[config.mk]
export PLATFORM = sky130hd
export DESIGN_NAME = namur_sensor_pulse_counter_flat
export DESIGN_NICKNAME = d
export VERILOG_FILES = /design/src/rtl/core/npc_pkg.sv /design/src/rtl/core/npc_ifs.sv /design/src/rtl/core/npc_cfg_regs.sv /design/src/rtl/core/npc_burst_core.sv /design/src/rtl/core/namur_sensor_pulse_counter.sv /design/src/flat_wrapper.sv
export VERILOG_INCLUDE_DIRS = /design/src /design/src/rtl/core
export SDC_FILE = /design/constraint.sdc
export NUM_CORES = 1
export LEC_CHECK = 0
export ABC_CLOCK_PERIOD_IN_PS = 5440
export BUFFER_PORTS_ARGS = -buffer_cell sky130_fd_sc_hd__buf_4
export CELL_PAD_IN_SITES_DETAIL_PLACEMENT = 0
export CELL_PAD_IN_SITES_GLOBAL_PLACEMENT = 1
export CORE_AREA = 2 2 137 139
export DETAILED_ROUTE_END_ITERATION = 12
export DIE_AREA = 0 0 139 141
export PLACE_DENSITY = 0.88
export SLEW_MARGIN = 15
export SYNTH_ARGS = -nofsm -noshare
export SYNTH_HDL_FRONTEND = slang
export SYNTH_SLANG_ARGS = --single-unit
[constraint.sdc]
create_clock -name clk -period 5.44 [get_ports clk]
set_input_delay 0.544 -clock clk [delete_from_list [all_inputs] [get_ports clk]]
set_output_delay 0.544 -clock clk [all_outputs]
set_load 0.02 [all_outputs]
[src/rtl/core/assert_macros.svh]
// Assertion macros used by the top-level RTL file; they expect clk and rst_n in scope.
`ifndef ASSERT_MACROS_SVH
`define ASSERT_MACROS_SVH

// Same-cycle implication.
`define NPC_ASSERT_IMP(name, lhs, rhs, msg) \
    name: assert property (@(posedge clk) disable iff (!rst_n) (lhs) |-> (rhs)) \
        else $error(msg);

// Next-cycle implication.
`define NPC_ASSERT_NEXT(name, lhs, rhs, msg) \
    name: assert property (@(posedge clk) disable iff (!rst_n) (lhs) |=> (rhs)) \
        else $error(msg);

`endif

[src/rtl/core/npc_pkg.sv]
// Shared types, widths and codes of the NAMUR sensor pulse counter.
package npc_pkg;

    localparam int NPC_SAMPLES_PER_BURST = 9;
    localparam int NPC_SAMPLE_BITS       = 10;

    localparam int SAMPLE_W   = 10;
    localparam int THRESH_W   = 10;
    localparam int BURSTS_W   = 8;
    localparam int STATUS_W   = 2;
    localparam int COUNT_W    = 32;
    localparam int CFG_IDX_W  = 8;
    localparam int CFG_DATA_W = 10;

    // Configuration register indexes
    localparam logic [CFG_IDX_W-1:0] CFG_SHORT_THRESHOLD  = CFG_IDX_W'(0);
    localparam logic [CFG_IDX_W-1:0] CFG_BREAK_THRESHOLD  = CFG_IDX_W'(1);
    localparam logic [CFG_IDX_W-1:0] CFG_DROP_THRESHOLD   = CFG_IDX_W'(2);
    localparam logic [CFG_IDX_W-1:0] CFG_BURSTS_PER_POWER = CFG_IDX_W'(3);

    // Register reset values
    localparam logic [THRESH_W-1:0] SHORT_THRESHOLD_RST  = THRESH_W'(100);
    localparam logic [THRESH_W-1:0] BREAK_THRESHOLD_RST  = THRESH_W'(900);
    localparam logic [THRESH_W-1:0] DROP_THRESHOLD_RST   = THRESH_W'(50);
    localparam logic [BURSTS_W-1:0] BURSTS_PER_POWER_RST = BURSTS_W'(60);

    // Sensor status codes
    localparam logic [STATUS_W-1:0] STATUS_OK    = STATUS_W'(0);
    localparam logic [STATUS_W-1:0] STATUS_SHORT = STATUS_W'(1);
    localparam logic [STATUS_W-1:0] STATUS_BREAK = STATUS_W'(2);

    typedef struct packed {
        logic [THRESH_W-1:0] short_threshold;
        logic [THRESH_W-1:0] break_threshold;
        logic [THRESH_W-1:0] drop_threshold;
        logic [BURSTS_W-1:0] sensor_bursts_per_power;
    } npc_cfg_t;

endpackage

[src/rtl/core/npc_ifs.sv]
// Valid/ready channel interfaces: sample items, result items, register writes.
interface npc_sample_if import npc_pkg::*; ();
    logic                valid;
    logic                ready;
    logic [SAMPLE_W-1:0] sample;

    modport source (output valid, output sample, input ready);
    modport sink   (input valid, input sample, output ready);
endinterface

interface npc_result_if import npc_pkg::*; ();
    logic                valid;
    logic                ready;
    logic                burst_done;
    logic                next_channel;
    logic [STATUS_W-1:0] sensor_status;
    logic                pulse_seen;
    logic [COUNT_W-1:0]  pulse_total;
    logic                battery_updated;
    logic [SAMPLE_W-1:0] battery_level;

    modport source (output valid, output burst_done, output next_channel,
                    output sensor_status, output pulse_seen, output pulse_total,
                    output battery_updated, output battery_level, input ready);
    modport sink   (input valid, input burst_done, input next_channel,
                    input sensor_status, input pulse_seen, input pulse_total,
                    input battery_updated, input battery_level, output ready);
endinterface

interface npc_cfg_if import npc_pkg::*; ();
    logic                  valid;
    logic                  ready;
    logic [CFG_IDX_W-1:0]  index;
    logic [CFG_DATA_W-1:0] data;

    modport source (output valid, output index, output data, input ready);
    modport sink   (input valid, input index, input data, output ready);
endinterface

[src/rtl/core/npc_cfg_regs.sv]
// Configuration register file of the pulse counter.
module npc_cfg_regs import npc_pkg::*;
(
    input  logic     clk,
    input  logic     rst_n,
    npc_cfg_if.sink  cfg,
    output npc_cfg_t regs
);

    npc_cfg_t regs_reg;
    npc_cfg_t regs_next;

    assign cfg.ready = 1'b1;
    assign regs      = regs_reg;

    always_comb
    begin
        regs_next = regs_reg;
        if (cfg.valid)
        begin
            unique case (cfg.index)
                CFG_SHORT_THRESHOLD:  regs_next.short_threshold = THRESH_W'(cfg.data);
                CFG_BREAK_THRESHOLD:  regs_next.break_threshold = THRESH_W'(cfg.data);
                CFG_DROP_THRESHOLD:   regs_next.drop_threshold  = THRESH_W'(cfg.data);
                CFG_BURSTS_PER_POWER: regs_next.sensor_bursts_per_power = BURSTS_W'(cfg.data);
                default:              regs_next = regs_reg;
            endcase
        end
    end

    always_ff @(posedge clk or negedge rst_n)
    begin
        if (!rst_n)
        begin
            regs_reg.short_threshold         <= SHORT_THRESHOLD_RST;
            regs_reg.break_threshold         <= BREAK_THRESHOLD_RST;
            regs_reg.drop_threshold          <= DROP_THRESHOLD_RST;
            regs_reg.sensor_bursts_per_power <= BURSTS_PER_POWER_RST;
        end
        else
        begin
            regs_reg <= regs_next;
        end
    end

endmodule

[src/rtl/core/npc_burst_core.sv]
// Burst accumulator, averager, sensor classifier and result register.
module npc_burst_core import npc_pkg::*;
#(
    parameter int SAMPLES_PER_BURST = NPC_SAMPLES_PER_BURST,
    parameter int SAMPLE_BITS       = NPC_SAMPLE_BITS
)
(
    input  logic                clk,
    input  logic                rst_n,
    input  logic                item_valid,
    input  logic [SAMPLE_W-1:0] item_sample,
    output logic                item_ready,
    input  npc_cfg_t            cfg,
    npc_result_if.source        results
);

    localparam int DIV     = SAMPLES_PER_BURST - 1;
    localparam int SB_EFF  = (SAMPLE_BITS < SAMPLE_W) ? SAMPLE_BITS : SAMPLE_W;
    localparam int SUM_W   = $clog2(DIV * ((1 << SB_EFF) - 1) + 1);
    localparam int CNT_W   = $clog2(SAMPLES_PER_BURST);
    // Exact floor(sum / DIV) as (sum * RECIP) >> SHIFT for any sum below 2**SUM_W
    localparam int SHIFT   = SUM_W + $clog2(DIV);
    localparam int RECIP_W = SHIFT + 1;
    localparam longint RECIP_VAL = ((longint'(1) << SHIFT) + DIV - 1) / DIV;
    localparam logic [RECIP_W-1:0] RECIP = RECIP_W'(RECIP_VAL);
    localparam int PROD_W  = SUM_W + RECIP_W;
    localparam logic [CNT_W-1:0]    LAST_IDX    = CNT_W'(DIV);
    localparam logic [SAMPLE_W-1:0] SAMPLE_MASK = SAMPLE_W'((1 << SB_EFF) - 1);

    logic [CNT_W-1:0]    samples_left_reg,  samples_left_next;
    logic [SUM_W-1:0]    running_sum_reg,   running_sum_next;
    logic [SAMPLE_W-1:0] prev_avg_reg,      prev_avg_next;
    logic [STATUS_W-1:0] status_reg,        status_next;
    logic [COUNT_W-1:0]  pulse_count_reg,   pulse_count_next;
    logic [SAMPLE_W-1:0] battery_reg,       battery_next;
    logic [BURSTS_W-1:0] bursts_left_reg,   bursts_left_next;
    logic                chan_power_reg,    chan_power_next;
    logic                out_valid_reg;
    logic                burst_done_reg,    burst_done_next;
    logic                pulse_seen_reg,    pulse_seen_next;
    logic                batt_upd_reg,      batt_upd_next;

    logic                fire;
    logic [SAMPLE_W-1:0] sample_used;
    logic [SUM_W-1:0]    sum_acc;
    logic [PROD_W-1:0]   prod;
    logic [SAMPLE_W-1:0] avg;
    logic [SAMPLE_W-1:0] fall;

    assign item_ready = !out_valid_reg || results.ready;
    assign fire       = item_valid && item_ready;

    // First sample of a burst is dropped
    assign sample_used = (samples_left_reg == LAST_IDX) ? '0 : (item_sample & SAMPLE_MASK);
    assign sum_acc     = running_sum_reg + SUM_W'(sample_used);
    assign prod        = PROD_W'(sum_acc) * PROD_W'(RECIP);
    assign avg         = SAMPLE_W'(prod >> SHIFT);
    assign fall        = prev_avg_reg - avg;

    always_comb
    begin
        samples_left_next = samples_left_reg;
        running_sum_next  = running_sum_reg;
        prev_avg_next     = prev_avg_reg;
        status_next       = status_reg;
        pulse_count_next  = pulse_count_reg;
        battery_next      = battery_reg;
        bursts_left_next  = bursts_left_reg;
        chan_power_next   = chan_power_reg;
        burst_done_next   = 1'b0;
        pulse_seen_next   = 1'b0;
        batt_upd_next     = 1'b0;

        if (samples_left_reg != '0)
        begin
            samples_left_next = samples_left_reg - CNT_W'(1);
            running_sum_next  = sum_acc;
        end
        else
        begin
            burst_done_next = 1'b1;
            if (chan_power_reg)
            begin
                battery_next  = avg;
                batt_upd_next = 1'b1;
            end
            else
            begin
                if (avg < cfg.short_threshold)
                begin
                    status_next = STATUS_SHORT;
                end
                else if (avg > cfg.break_threshold)
                begin
                    status_next = STATUS_BREAK;
                end
                else
                begin
                    status_next = STATUS_OK;
                    if ((prev_avg_reg >= avg) && (fall >= cfg.drop_threshold))
                    begin
                        pulse_count_next = pulse_count_reg + COUNT_W'(1);
                        pulse_seen_next  = 1'b1;
                    end
                end
                prev_avg_next = avg;
            end

            running_sum_next  = '0;
            samples_left_next = LAST_IDX;

            if (bursts_left_reg != '0)
            begin
                bursts_left_next = bursts_left_reg - BURSTS_W'(1);
                chan_power_next  = 1'b0;
            end
            else
            begin
                bursts_left_next = cfg.sensor_bursts_per_power;
                chan_power_next  = 1'b1;
            end
        end
    end

    always_ff @(posedge clk or negedge rst_n)
    begin
        if (!rst_n)
        begin
            samples_left_reg <= LAST_IDX;
            running_sum_reg  <= '0;
            prev_avg_reg     <= '0;
            status_reg       <= STATUS_OK;
            pulse_count_reg  <= '0;
            battery_reg      <= '0;
            bursts_left_reg  <= '0;
            chan_power_reg   <= 1'b1;
            out_valid_reg    <= 1'b0;
        end
        else
        begin
            if (fire)
            begin
                samples_left_reg <= samples_left_next;
                running_sum_reg  <= running_sum_next;
                prev_avg_reg     <= prev_avg_next;
                status_reg       <= status_next;
                pulse_count_reg  <= pulse_count_next;
                battery_reg      <= battery_next;
                bursts_left_reg  <= bursts_left_next;
                chan_power_reg   <= chan_power_next;
                out_valid_reg    <= 1'b1;
            end
            else if (results.ready)
            begin
                out_valid_reg <= 1'b0;
            end
        end
    end

    always_ff @(posedge clk)
    begin
        if (fire)
        begin
            burst_done_reg <= burst_done_next;
            pulse_seen_reg <= pulse_seen_next;
            batt_upd_reg   <= batt_upd_next;
        end
    end

    // State only moves when a new result is loaded, so it matches the held item
    assign results.valid           = out_valid_reg;
    assign results.burst_done      = burst_done_reg;
    assign results.next_channel    = chan_power_reg;
    assign results.sensor_status   = status_reg;
    assign results.pulse_seen      = pulse_seen_reg;
    assign results.pulse_total     = pulse_count_reg;
    assign results.battery_updated = batt_upd_reg;
    assign results.battery_level   = battery_reg;

endmodule

[src/rtl/core/namur_sensor_pulse_counter.sv]
// NAMUR sensor pulse counter: sample input register, burst core, config registers.
// Usage:
//   samples: one ADC sample item per handshake, for the channel last reported
//     in next_channel (0 sensor, 1 battery; battery right after reset).
//   results: exactly one result item per sample item. burst_done marks the
//     sample that closed a burst; pulse_seen and battery_updated say what the
//     burst did; the other fields always show the current held values.
//   cfg: register writes (0 short, 1 break, 2 drop, 3 sensor bursts per
//     battery burst), always ready; the user must write only while the block is idle (not enforced).
// A sample passes through one input register, then the accumulate /
// constant-reciprocal average / classify stage that loads the result register.
// Throughput is one item per cycle while the receiver does not stall.
// If the receiver stalls, the result register holds, the input register fills
// and then samples.ready drops; nothing is lost.
// Reset (async, active low) empties both registers, restarts the burst and
// clears counts, averages and status; config returns to its defaults.
`include "assert_macros.svh"

module namur_sensor_pulse_counter import npc_pkg::*;
#(
    parameter int SAMPLES_PER_BURST = NPC_SAMPLES_PER_BURST,
    parameter int SAMPLE_BITS       = NPC_SAMPLE_BITS
)
(
    input  logic         clk,
    input  logic         rst_n,
    npc_sample_if.sink   samples,
    npc_result_if.source results,
    npc_cfg_if.sink      cfg
);

    logic                s1_valid_reg;
    logic [SAMPLE_W-1:0] s1_sample_reg;
    logic                core_ready;
    npc_cfg_t            cfg_regs;

    assign samples.ready = !s1_valid_reg || core_ready;

    always_ff @(posedge clk or negedge rst_n)
    begin
        if (!rst_n)
        begin
            s1_valid_reg <= 1'b0;
        end
        else if (samples.ready)
        begin
            s1_valid_reg <= samples.valid;
        end
    end

    always_ff @(posedge clk)
    begin
        if (samples.valid && samples.ready)
        begin
            s1_sample_reg <= samples.sample;
        end
    end

    npc_cfg_regs u_cfg_regs (
        .clk   (clk),
        .rst_n (rst_n),
        .cfg   (cfg),
        .regs  (cfg_regs)
    );

    npc_burst_core #(
        .SAMPLES_PER_BURST (SAMPLES_PER_BURST),
        .SAMPLE_BITS       (SAMPLE_BITS)
    ) u_core (
        .clk         (clk),
        .rst_n       (rst_n),
        .item_valid  (s1_valid_reg),
        .item_sample (s1_sample_reg),
        .item_ready  (core_ready),
        .cfg         (cfg_regs),
        .results     (results)
    );

    `NPC_ASSERT_IMP(a_batt_needs_burst, results.valid && results.battery_updated,
        results.burst_done && !results.pulse_seen, "battery update outside burst end")
    `NPC_ASSERT_IMP(a_pulse_needs_ok, results.valid && results.pulse_seen,
        results.burst_done && (results.sensor_status == STATUS_OK), "pulse on bad sensor")
    `NPC_ASSERT_NEXT(a_s1_holds, s1_valid_reg && !core_ready,
        s1_valid_reg && $stable(s1_sample_reg), "input register lost a stalled item")

endmodule

[src/flat_wrapper.sv]
// flat-port wrapper written by rule: the top's interface ports become plain ports
module namur_sensor_pulse_counter_flat import npc_pkg::*;
#(
    parameter int SAMPLES_PER_BURST = NPC_SAMPLES_PER_BURST,
    parameter int SAMPLE_BITS       = NPC_SAMPLE_BITS
)
  (clk, rst_n, samples_valid, samples_sample, samples_ready, results_valid, results_burst_done, results_next_channel, results_sensor_status, results_pulse_seen, results_pulse_total, results_battery_updated, results_battery_level, results_ready, cfg_valid, cfg_index, cfg_data, cfg_ready);
  npc_sample_if samples_i ();
  npc_result_if results_i ();
  npc_cfg_if cfg_i ();
  input  logic clk;
  input  logic rst_n;
  input wire logic [$bits(samples_i.valid)-1:0] samples_valid;
  input wire logic [$bits(samples_i.sample)-1:0] samples_sample;
  output wire logic [$bits(samples_i.ready)-1:0] samples_ready;
  output wire logic [$bits(results_i.valid)-1:0] results_valid;
  output wire logic [$bits(results_i.burst_done)-1:0] results_burst_done;
  output wire logic [$bits(results_i.next_channel)-1:0] results_next_channel;
  output wire logic [$bits(results_i.sensor_status)-1:0] results_sensor_status;
  output wire logic [$bits(results_i.pulse_seen)-1:0] results_pulse_seen;
  output wire logic [$bits(results_i.pulse_total)-1:0] results_pulse_total;
  output wire logic [$bits(results_i.battery_updated)-1:0] results_battery_updated;
  output wire logic [$bits(results_i.battery_level)-1:0] results_battery_level;
  input wire logic [$bits(results_i.ready)-1:0] results_ready;
  input wire logic [$bits(cfg_i.valid)-1:0] cfg_valid;
  input wire logic [$bits(cfg_i.index)-1:0] cfg_index;
  input wire logic [$bits(cfg_i.data)-1:0] cfg_data;
  output wire logic [$bits(cfg_i.ready)-1:0] cfg_ready;
  assign samples_i.valid = samples_valid;
  assign samples_i.sample = samples_sample;
  assign samples_ready = samples_i.ready;
  assign results_valid = results_i.valid;
  assign results_burst_done = results_i.burst_done;
  assign results_next_channel = results_i.next_channel;
  assign results_sensor_status = results_i.sensor_status;
  assign results_pulse_seen = results_i.pulse_seen;
  assign results_pulse_total = results_i.pulse_total;
  assign results_battery_updated = results_i.battery_updated;
  assign results_battery_level = results_i.battery_level;
  assign results_i.ready = results_ready;
  assign cfg_i.valid = cfg_valid;
  assign cfg_i.index = cfg_index;
  assign cfg_i.data = cfg_data;
  assign cfg_ready = cfg_i.ready;
  namur_sensor_pulse_counter #(.SAMPLES_PER_BURST(SAMPLES_PER_BURST), .SAMPLE_BITS(SAMPLE_BITS)) u_core (.clk(clk), .rst_n(rst_n), .samples(samples_i), .results(results_i), .cfg(cfg_i));
endmodule
# --- Word level (Yosys, flattened, before mapping) ---
# Index checks and enable logic that the tools add are counted.
word_totals:
  word_cells: 67
  regBits: 133
  output_inout_bits: 51
  input_bits: 33
op_classes:
  magnitude_cmp: 4
  eq_ne: 4
  bitwise_logic: 4
  n_reduce_logical: 20
  n_mux: 12
  addsub: 5
ops:
  columns: ["operator", "count"]
  rows:
  - ["$add 32x1->32 const B", 1]
  - ["$ge 10x10->1", 2]
  - ["$eq 8x2->1 const B", 2]
  - ["$add 13x10->13", 1]
  - ["$mux 13", 1]
  - ["$gt 10x10->1", 1]
  - ["$lt 10x10->1", 1]
  - ["$mux 10", 1]
  - ["$reduce_and 2->1", 5]
  - ["$sub 10x10->10", 1]
  - ["$eq 8x1->1 const B", 1]
  - ["$logic_not 8->1", 1]
  - ["$mux 8", 1]
  - ["$reduce_bool 8->1", 1]
  - ["$sub 8x1->8 const B", 1]
  - ["$mux 1", 6]
  - ["$reduce_and 3->1", 2]
  - ["$reduce_and 6->1", 1]
  - ["$eq 4x4->1 const B", 1]
  - ["$mux 2", 2]
  - ["$mux 4", 1]
  - ["$not 1->1", 4]
  - ["$reduce_bool 4->1", 1]
  - ["$reduce_or 4->1", 1]
  - ["5 further kinds", 9]

# --- Depth between registers and ports, before layout ---
depth:
  word_depth: 7
  ltp_mapped: 29
  mapped_depth_nobuf: 27

# --- By module ---
# A second synthesis with hierarchy kept.
hier_totals:
  hier_cells: 698
  area_unflattened_um2: 7399.6
modules_own_cells:
  columns: ["module", "area_each_um2", "n_inst", "cells_per_inst", "seq_area_each_um2"]
  rows:
  - ["npc_burst_core", 5457.7, 1, 597, 2119.5]
  - ["npc_cfg_regs", 1587.8, 1, 87, 968.4]
  - ["namur_sensor_pulse_counter", 354.1, 1, 14, 325.3]

# --- Least setup slack after synthesis ---
# Ideal clock, no wire load.
synth_timing:
  path_kind: "reg-to-reg"
  from: "register u_core.u_core.samples_left_reg[3]"
  to: "register u_core.u_core.pulse_count_reg[1] (netlist: u_core.u_core.results.pulse_total[1])"
  n_path_buf: 1
  stages_incl_launch_ff: 26
  arrival_time_ns: 5.644
  path_slack_ns: -0.332
  t_required_ns: 5.312
  setup_time_ns: 0.128
  synth_period_minus_slack_ns: 5.772
  path_cell_list: "dfstp_2 > nor4b_1 > clkbuf_1 > nor2b_1 > ha_1 > a21oi_1 > a21oi_1 > o21ai_0 > nand2b_1 > xnor2_1 > inv_1 > ha_1 > nand2b_1 > a21boi_0 > o21a_1 > o211ai_1 > nand2b_1 > maj3_1 > xor2_1 > ha_1 > o21ai_0 > a2111oi_0 > o311a_1 > o41ai_4 > nor4_2 > mux2_1"
synth_between:
  elab_chain_cells: 7
  elab_cells_between_ends: 14
  classes_between: "add/sub (2); order compare (4); eq/ne (1); mux (1); bitwise (3); reduce/logical (3)"
synth_lines:
  columns: ["element", "line_no", "text"]
  rows:
  - ["start, declared", "npc_burst_core.sv:30", "logic [CNT_W-1:0] samples_left_reg, samples_left_next;"]
  - ["start signal, assigned", "npc_burst_core.sv:143", "samples_left_reg <= samples_left_next;"]
  - ["$eq 4x4->1 (*)", "npc_burst_core.sv:54", "assign sample_used = (samples_left_reg == LAST_IDX) ? '0 : (item_sample & SAMPLE_MASK);"]
  - ["$mux 10 (*)", "npc_burst_core.sv:54", null]
  - ["$add 13x10->13 (*)", "npc_burst_core.sv:55", "assign sum_acc = running_sum_reg + SUM_W'(sample_used);"]
  - ["via u_core.u_core.avg[2]", "npc_burst_core.sv:47", "logic [SAMPLE_W-1:0] avg;"]
  - ["$sub 10x10->10", "npc_burst_core.sv:58", "assign fall = prev_avg_reg - avg;"]
  - ["$ge 10x10->1", "npc_burst_core.sv:100", "if ((prev_avg_reg >= avg) && (fall >= cfg.drop_threshold))"]
  - ["$logic_and 1x1->1", "npc_burst_core.sv:100", null]
  - ["$reduce_and 6->1 (no line) (*)", null, null]
  - ["end signal, assigned", "npc_burst_core.sv:147", "pulse_count_reg <= pulse_count_next;"]
  - ["end, declared", "npc_burst_core.sv:34", "logic [COUNT_W-1:0] pulse_count_reg, pulse_count_next;"]
# Mark *: on every way through the listed nets, which the timed path passes. The rest lies on a longest branch.
# A chain may end at the register's enable or synchronous reset.

# --- Final worst setup path ---
layout_timing:
  from: "register u_core.u_core.samples_left_reg[3]"
  to: "register u_core.u_core.pulse_count_reg[16] (netlist: u_core.u_core.results.pulse_total[16])"
# The elaborated chain is that of the path after synthesis.

==> summary.txt <==
Pwr
  – Power per cell area: 648 nW/um^2
  – Leakage: 4.69 nW
  – Peak VDD IR: 0.427 mV

Yosys
  – Yosys warns: 0
  – Seq/Total Area, Yosys: 45.4%
  – Synthesized cell area: 7520 um^2
  – Post-Synthesis Cells: 723
  – Syn nets: 807
  – Synth cell count leaders: dfrtp_1, nand2_1, o21ai_0
  – Number of synthesized flops with an enable pin: 13
  – Top cells by area, synth: dfrtp_1, ha_1, dfstp_2
  – Count leader, synth: dfrtp_1
  – Share of the synthesized area in the top cell type: 34.6%
  – FFs w/ async S/R, synth: 90.2%
  – Synth area leader: dfrtp_1
  – Yosys reg bits: 133
  – Synthesized area per cell: 10.4 um^2
  – Main synth FF type: dfrtp_1
  – Post-synth cell types: 71

Drt
  – Via-to-Cell Ratio: 5.35
  – DRT iter0 DRCs: 345
  – DR vias: 6061
  – Routed len/inst: 17.2 um
  – Drt pass-1 iters: 4
  – DRC violation count after routing: 0
  – DRT antenna net count: 0
  – DRT Wirelength: 19400 um

Setup path
  – WS Path Type: reg -> reg
  – Crit end category: flip-flop
  – Critical Path Start Type: flip-flop
  – CP Max Fanout: 7
  – CP Data Arrival Time: 5900 ps
  – Required @ worst endpoint: 5770 ps

Clocking
  – Clock slew at reported path FFs: 60 ps
  – Worst skew pair latency: 430 ps
  – Number of H-tree levels: 4
  – CTS tree: done
  – Bufs on Longest Clock Path: 2
  – Clock sink count: 133
  – Root Driver: clkbuf_16
  – Num CTS Buffers: 17

Placed design
  – RePlAce Congestion: 0.881
  – Detailed Place HPWL: 13000 um
  – I/O Buffers: 82
  – Dpl cell area: 8810 um^2
  – Dpl ws: -230 ps

Die
  – Initial Utilization: 41.2%
  – Total die area: 19600 um^2
  – # IOs: 84
  – Die width: 139 um
  – DIE HEIGHT: 141 um
  – Row Count: 50
  – Total core area: 18300 um^2

GRT
  – Largest net degree at the start of global routing: 62
  – Antenna violations before repair: 0
  – First-pass GRT wire length: 31000 um
  – GRT Total Usage: 20.0%
  – Vias in the first global route: 6005
  – Global route overflow: 0

Cells and area
  – Layout cell share with drive strength beyond 1: 38.2%
  – Max reg flops: 38
  – Cell area after layout: 10100 um^2
  – Area grow syn2layout: 34.4%
  – Fill cells: 1542
  – Diode count: 0
  – Layout Nets: 969

STA
  – Slew Limit Fails: 0
  – Fmax: 180 MHz
  – Final period util: 102%
  – Clock skew: 10.2 ps
  – Final hold violation count: 0
  – Worst Tran Pin Value: 1030 ps
  – Final setup fails: 31
  – Final worst slack: -129 ps
  – Slew margin rel.: 31.2%
  – Setup TNS: -1840 ps
  – RSZ-0062 raised after global routing: yes
  – Hold Slack: 187 ps
  – Min Tclk post-route: 5570 ps

Flow run
  – Maxcap violations: 0

Status
  – Outcome: finished, violations left
  – Violated checks: negative setup slack

Worst hold path
  – HP Class: in -> async
## layout make-up
cell class,count,area [um^2],area share (%)
timing repair buffer,171,1380,13.6
tap,234,293,2.90
sequential,133,3410,33.8
clock buffer,20,447,4.42
clock inverter,12,131,1.30
inverter,52,195,1.93
multi-input combinational,510,4250,42.0
## critical path, stage by stage, from the launching register on
cell	delay, ps
dfstp_2	530
nor4b_4	280
buf_4	190
buf_6	110
nor2b_1	60
ha_1	350
nand3_2	90
o22ai_2	180
nor2_1	80
xnor2_1	280
inv_1	130
ha_4	230
a21boi_2	150
o21a_1	180
o211ai_1	210
nand2b_1	90
maj3_2	320
xor2_2	170
ha_4	300
buf_6	90
o21ai_2	40
a2111oi_2	310
o311a_1	270
o41ai_4	170
clkbuf_16	230
nor4b_4	230
xor2_1	210
## stage by stage
step | instances | utilization [%] | total power [mW]
3_3_place_gp | 1067 | 48.2 | 4.26
2_1_floorplan | 723 | - | 3.18
5_1_grt | 1132 | 55.3 | 7.00
6_report | 1132 | 55.3 | 6.55
4_1_cts | 1117 | 53.1 | 5.85
3_5_place_dp | 1067 | 48.2 | 4.31
## cells by family (layout without fill, tap and decap cells)
logic type / Yosys count / in the layout / synth area share, %
compound gates: 145 / 145 / 12.5
xor+xnor: 46 / 46 / 5.36
fa+ha+maj: 53 / 53 / 8.95
buf+inv: 80 / 255 / 4.69
flops: 133 / 133 / 45.4
mux: 23 / 23 / 3.45
other cells: 1 / 1 / 0.0499
simple gates: 242 / 242 / 19.6
## worst paths after layout
check	start	endpoint	slack, ps	cells past startpoint
max reg2reg	u_core.u_core.samples_left_reg[3]	u_core.u_core.results.pulse_total[16]	-130	26
min	rst_n	u_core.u_core.results.pulse_total[27]	190	1
min in group clk	samples_sample[0]	u_core.s1_sample_reg[0]	290	1
max in group asynchronous	rst_n	u_core.u_cfg_regs.regs[22]	3970	2
max	u_core.u_core.samples_left_reg[3]	u_core.u_core.results.pulse_total[16]	-130	26
min reg2reg	u_core.u_core.results.battery_level[9]	u_core.u_core.results.battery_level[9]	480	2
## report_power, final
part,total (mW),switching [mW],internal (mW),leakage (nW)
sequential,1.34,0.151,1.19,1.64
combinational,4.07,2.03,2.04,2.78
clock,1.14,0.449,0.686,0.272
## layer usage
metal  routed length (um)  share of wire (%)  track usage (%)
met1                 8600                 44             25.8
met2                 9710                 50             33.6
met3                  677                3.5             4.72
met4                  433                2.2             6.59
met5                    0                  0                0
## placed cells by master, fill, tap and decap left out, types with 10 or more instances in the layout
cell	synthesis	final
a21oi_1	25	16
ha_1	49	38
nor4_2	30	11
nor2b_1	12	10
buf_4	1	160
o21ai_0	58	52
nand2_1	74	72
dfstp_2	16	16
edfxtp_1	13	13
nand4_1	14	14
nor4_4	1	20
nor2_1	29	26
inv_1	51	47
dfrtp_1	104	104
clkbuf_16	0	19
nand3_1	21	19
a22o_1	12	12
and3_1	15	15
xor2_1	35	34
mux2_2	22	22
## what timing repair did
action	in CTS	in global routing
hold buffers	0	0
gates cloned	2	1
setup endpoints to repair	33	33
pin swaps	22	47
setup buffers	16	16
gates resized for setup	27	59
Note: power is estimated with default switching activity, not from simulation.
